File: src/hdl/glcm_pkg.sv
// Shared types and constants for the co-occurrence accumulator.
// No dependencies; used by glcm_sat_add and the top level.
package glcm_pkg;

    localparam int CFG_BITS         = 11;
    localparam int FIELD_LEVEL_BITS = 8;
    localparam int FIELD_COUNT_BITS = 32;
    localparam int WIDTH_RESET      = 256;

    typedef enum logic [1:0] {
        CMD_PUSH  = 2'd0,
        CMD_READ  = 2'd1,
        CMD_CLEAR = 2'd2,
        CMD_NOP   = 2'd3
    } cmd_t;

    // increment applied to one count cell: one per pair side, two when both levels of the pair are equal
    typedef logic [1:0] inc_t;

    localparam inc_t INC_ONE = 2'd1;
    localparam inc_t INC_TWO = 2'd2;

endpackage

File: src/hdl/glcm_sat_add.sv
// Saturating incrementer shared by every count update.
// Depends on glcm_pkg for the increment type.
module glcm_sat_add #(
    parameter int COUNT_BITS = 32
) (
    input  logic [COUNT_BITS-1:0] value,
    input  glcm_pkg::inc_t        inc,
    output logic [COUNT_BITS-1:0] sum
);

    localparam int SUM_BITS = COUNT_BITS + 1;

    logic [SUM_BITS-1:0] wide;

    // carry out means the count went past its maximum: pin it there
    assign wide = {1'b0, value} + SUM_BITS'(inc);
    assign sum  = wide[COUNT_BITS] ? '1 : wide[COUNT_BITS-1:0];

endmodule

File: config.mk
export PLATFORM = sky130hd
export DESIGN_NAME = glcm_sat_add
export DESIGN_NICKNAME = d
export VERILOG_FILES = /design/src/hdl/glcm_pkg.sv /design/src/hdl/glcm_sat_add.sv
export SDC_FILE = /design/constraint.sdc
export NUM_CORES = 1
export LEC_CHECK = 0
export BUFFER_PORTS_ARGS = -buffer_cell sky130_fd_sc_hd__buf_2
export CAP_MARGIN = 5
export CORE_MARGIN = 2
export CORE_UTILIZATION = 26
export DETAILED_ROUTE_END_ITERATION = 8
export PLACE_DENSITY = 0.5
export SETUP_SLACK_MARGIN = 0.15
export SYNTH_ARGS = -nofsm -noshare
export SYNTH_HDL_FRONTEND = slang
export SYNTH_SLANG_ARGS = --single-unit
File: constraint.sdc
create_clock -name vclk -period 2
set_input_delay 0 -clock vclk [all_inputs]
set_output_delay 0 -clock vclk [all_outputs]
set_load 0.01 [all_outputs]
==> key figures <==
Timing
  – Slew HR: 0.729
  – Fmax: 574 MHz
  – Unrepaired setup endpoints after global routing: false
  – Fin. Hold Viols: 0
  – Post-route minimum period: between 1500 and 2000 ps
  – Setup WS post-layout: 257 ps
  – Setup-failing EPs final: 0
  – Max-slew violations: 0
  – Sum Neg Setup Slack: 0 ps
  – Least-Margin Pin Slew: just over 400 ps
  – Ratio of final minimum period to clock period: 0.872

Worst hold path
  – Hold WC Path Type: in2out
  – Hold Crit Start: value[30]
  – Min-Delay Endpoint: sum[30]
  – Hold Path Stages: 3

Synthesis
  – Mean post-synth cell area: between 6 and 7 um2
  – Post-synth net total: between 150 and 200
  – Synth top area cells: nand2_1 7.5%, nand3_1 7.5%, and4_1 6.1%, xnor2_1 5.2%, nand4_1 5.0%
  – Top-area cell type share of the netlist area: 0.0746
  – Seq/Total Area, Yosys: 0
  – Mapped cell area: between 1000 and 1500 um2
  – Synth Warn #: 0
  – Yosys top cell by area: nand2_1
  – Count of cell types in the netlist: 39
  – Cells after synthesis: between 100 and 150

Placement
  – Setup WS pre-CTS: roughly 46 ps
  – DP Wirelength: approximately 2.8 mm
  – Cell Area, Placed: about 1400 um2
  – GPL Wtd Cong: 0.707
  – I/O Buffers: 66

Setup path
  – Max FO, Critical Path: 4
  – Critical path class: in2out
  – Worst setup EP type: primary output
  – Crit start category: input pin
  – Crit path DAT: approximately 1700 ps
  – WP data required: 2000 ps

Global routing
  – First-pass GRT wire length: about 5.4 mm
  – Initial antenna violation count: 0
  – Vias in the first global route: 1,199
  – GRT Util Overall: 0.147
  – GRT overflow: 0
  – Largest net degree at the start of global routing: 20

Drt
  – ANT nets after route: 0
  – DRT Pass-1 Iters: 4
  – Initial DRC Count: 23
  – Number of remaining DRC errors: 0
  – Wire per inst: around 12 um
  – Vias: about 1,400
  – Vias per inst: between 5 and 6
  – Detailed Route WL: roughly 3.3 mm

Floorplan
  – Die Width: between 60 and 70 um
  – Die Ht: about 66 um
  – Core area: between 3000 and 4000 um2
  – Initial core utilization: 0.273
  – Ports: 66
  – Die Area: ~4400 um2
  – Row count: 22

Layout
  – Layout sequential cell count: 0
  – Area growth syn-to-layout: 49.8%
  – Clk_buf instances: 0
  – Layout cells sized above 1: 0.441
  – Design area: about 1500 um2
  – Nets: approximately 260
  – ANT cells: 0
  – Seq. cell area: 0 um2
  – Fill count: 429

Outcome
  – Status: finished clean

Clocking
  – Post-CTS Hold Buffers: 0

Pwr
  – Power Density: 160 nW/um2
  – Pleak: approximately 0.71 nW
  – Maximum vdd drop: around 0.049 mV

Job
  – Max cap viols: 0
[worst max-delay path: stages]
cell,delay (ps)
buf_6,80
ha_4,130
inv_2,30
fa_2,330
nand3b_1,280
nor4_4,300
nand4_1,140
mux2_4,330
buf_6,120
[routing by layer]
metal	GRT usage	vias up	share of wire
met4	0	0	0
met1	0.214	593	0.47
met2	0.254	50	0.45
li1	-	732	-
met3	0.00681	0	0.073
met5	0	-	0
[logic make-up (layout without fill, tap and decap cells)]
group                      count (synthesis)  in the layout  synth area share
and+or+nand+nor                           90             90             0.586
AOI/OAI and AO/OA                         29             29             0.180
xor gates and xnor gates                  10             10            0.0871
buffers and inverters                      9             85            0.0497
muxes                                      5              5            0.0522
adders and majority gates                  3              3            0.0448
[through the flow]
step | util | total power, mW | hold WS (ps) | std cells
after floorplan | - | 0.112 | 77.5 | 146
after global placement | 0.391 | 0.231 | 350 | 267
after detailed placement | 0.391 | 0.231 | 344 | 267
after CTS | 0.406 | 0.241 | 343 | 269
after global routing | 0.408 | 0.269 | 373 | 270
final | 0.408 | 0.241 | 345 | 270
[Yosys cell counts (4+ instances only)]
| cell type | n |
|---|---|
| inv_1 | 6 |
| xor2_1 | 4 |
| xnor2_1 | 6 |
| and4_1 | 7 |
| nand2_1 | 20 |
| nor4_1 | 4 |
| and3_1 | 4 |
| nor3_1 | 4 |
| nor2_1 | 7 |
| a21oi_1 | 6 |
| nand4_1 | 8 |
| nand3_1 | 15 |
| a31oi_1 | 6 |
| o21ai_0 | 8 |
[layout by cell type, fill, tap and decap left out, types with 3 or more instances in the layout]
cell and instances:
a21oi_1 6, a31oi_1 6, and3_1 4, and4_1 7, buf_2 63, buf_4 13, buf_6 3, inv_1 5
mux2i_1 3, nand2_1 20, nand3_1 15, nand4_1 8, nor2_1 6, nor3_1 4, nor4_1 4, o21ai_0 7
o21ai_2 3, o31ai_1 3, or4_1 3, xnor2_1 6, xor2_1 4
[power by group]
group          internal (mW)  switching, mW  total (mW)
Combinational          0.107          0.134       0.241
Clock                      0              0           0
Sequential                 0              0           0
Total                  0.107          0.134       0.241
[worst max path at each step]
stage / startpoint / end / cells after the start
2_1_floorplan: value[0] / sum[30] / 7
5_1_grt: inc[0] / sum[16] / 10
6_report: inc[0] / sum[30] / 9
3_3_place_gp: value[0] / sum[30] / 9
4_1_cts: inc[0] / sum[30] / 9
3_5_place_dp: value[0] / sum[0] / 10
[repair_timing]
action | CTS | global route
resized for setup | 10 | 0
setup buffers | 2 | 1
setup endpoints to repair | 25 | 7
pin swaps | 4 | 3
cloned | 0 | 0
[final cells by class]
| type | instances | area, um2 | area share |
|---|---|---|---|
| multi-input cells | 137 | 977 | 0.649 |
| well taps | 48 | 60.1 | 0.0399 |
| repair buffers | 79 | 447 | 0.297 |
| inverters | 6 | 22.5 | 0.0150 |
No activity file was read; power rests on OpenSTA's default activity.
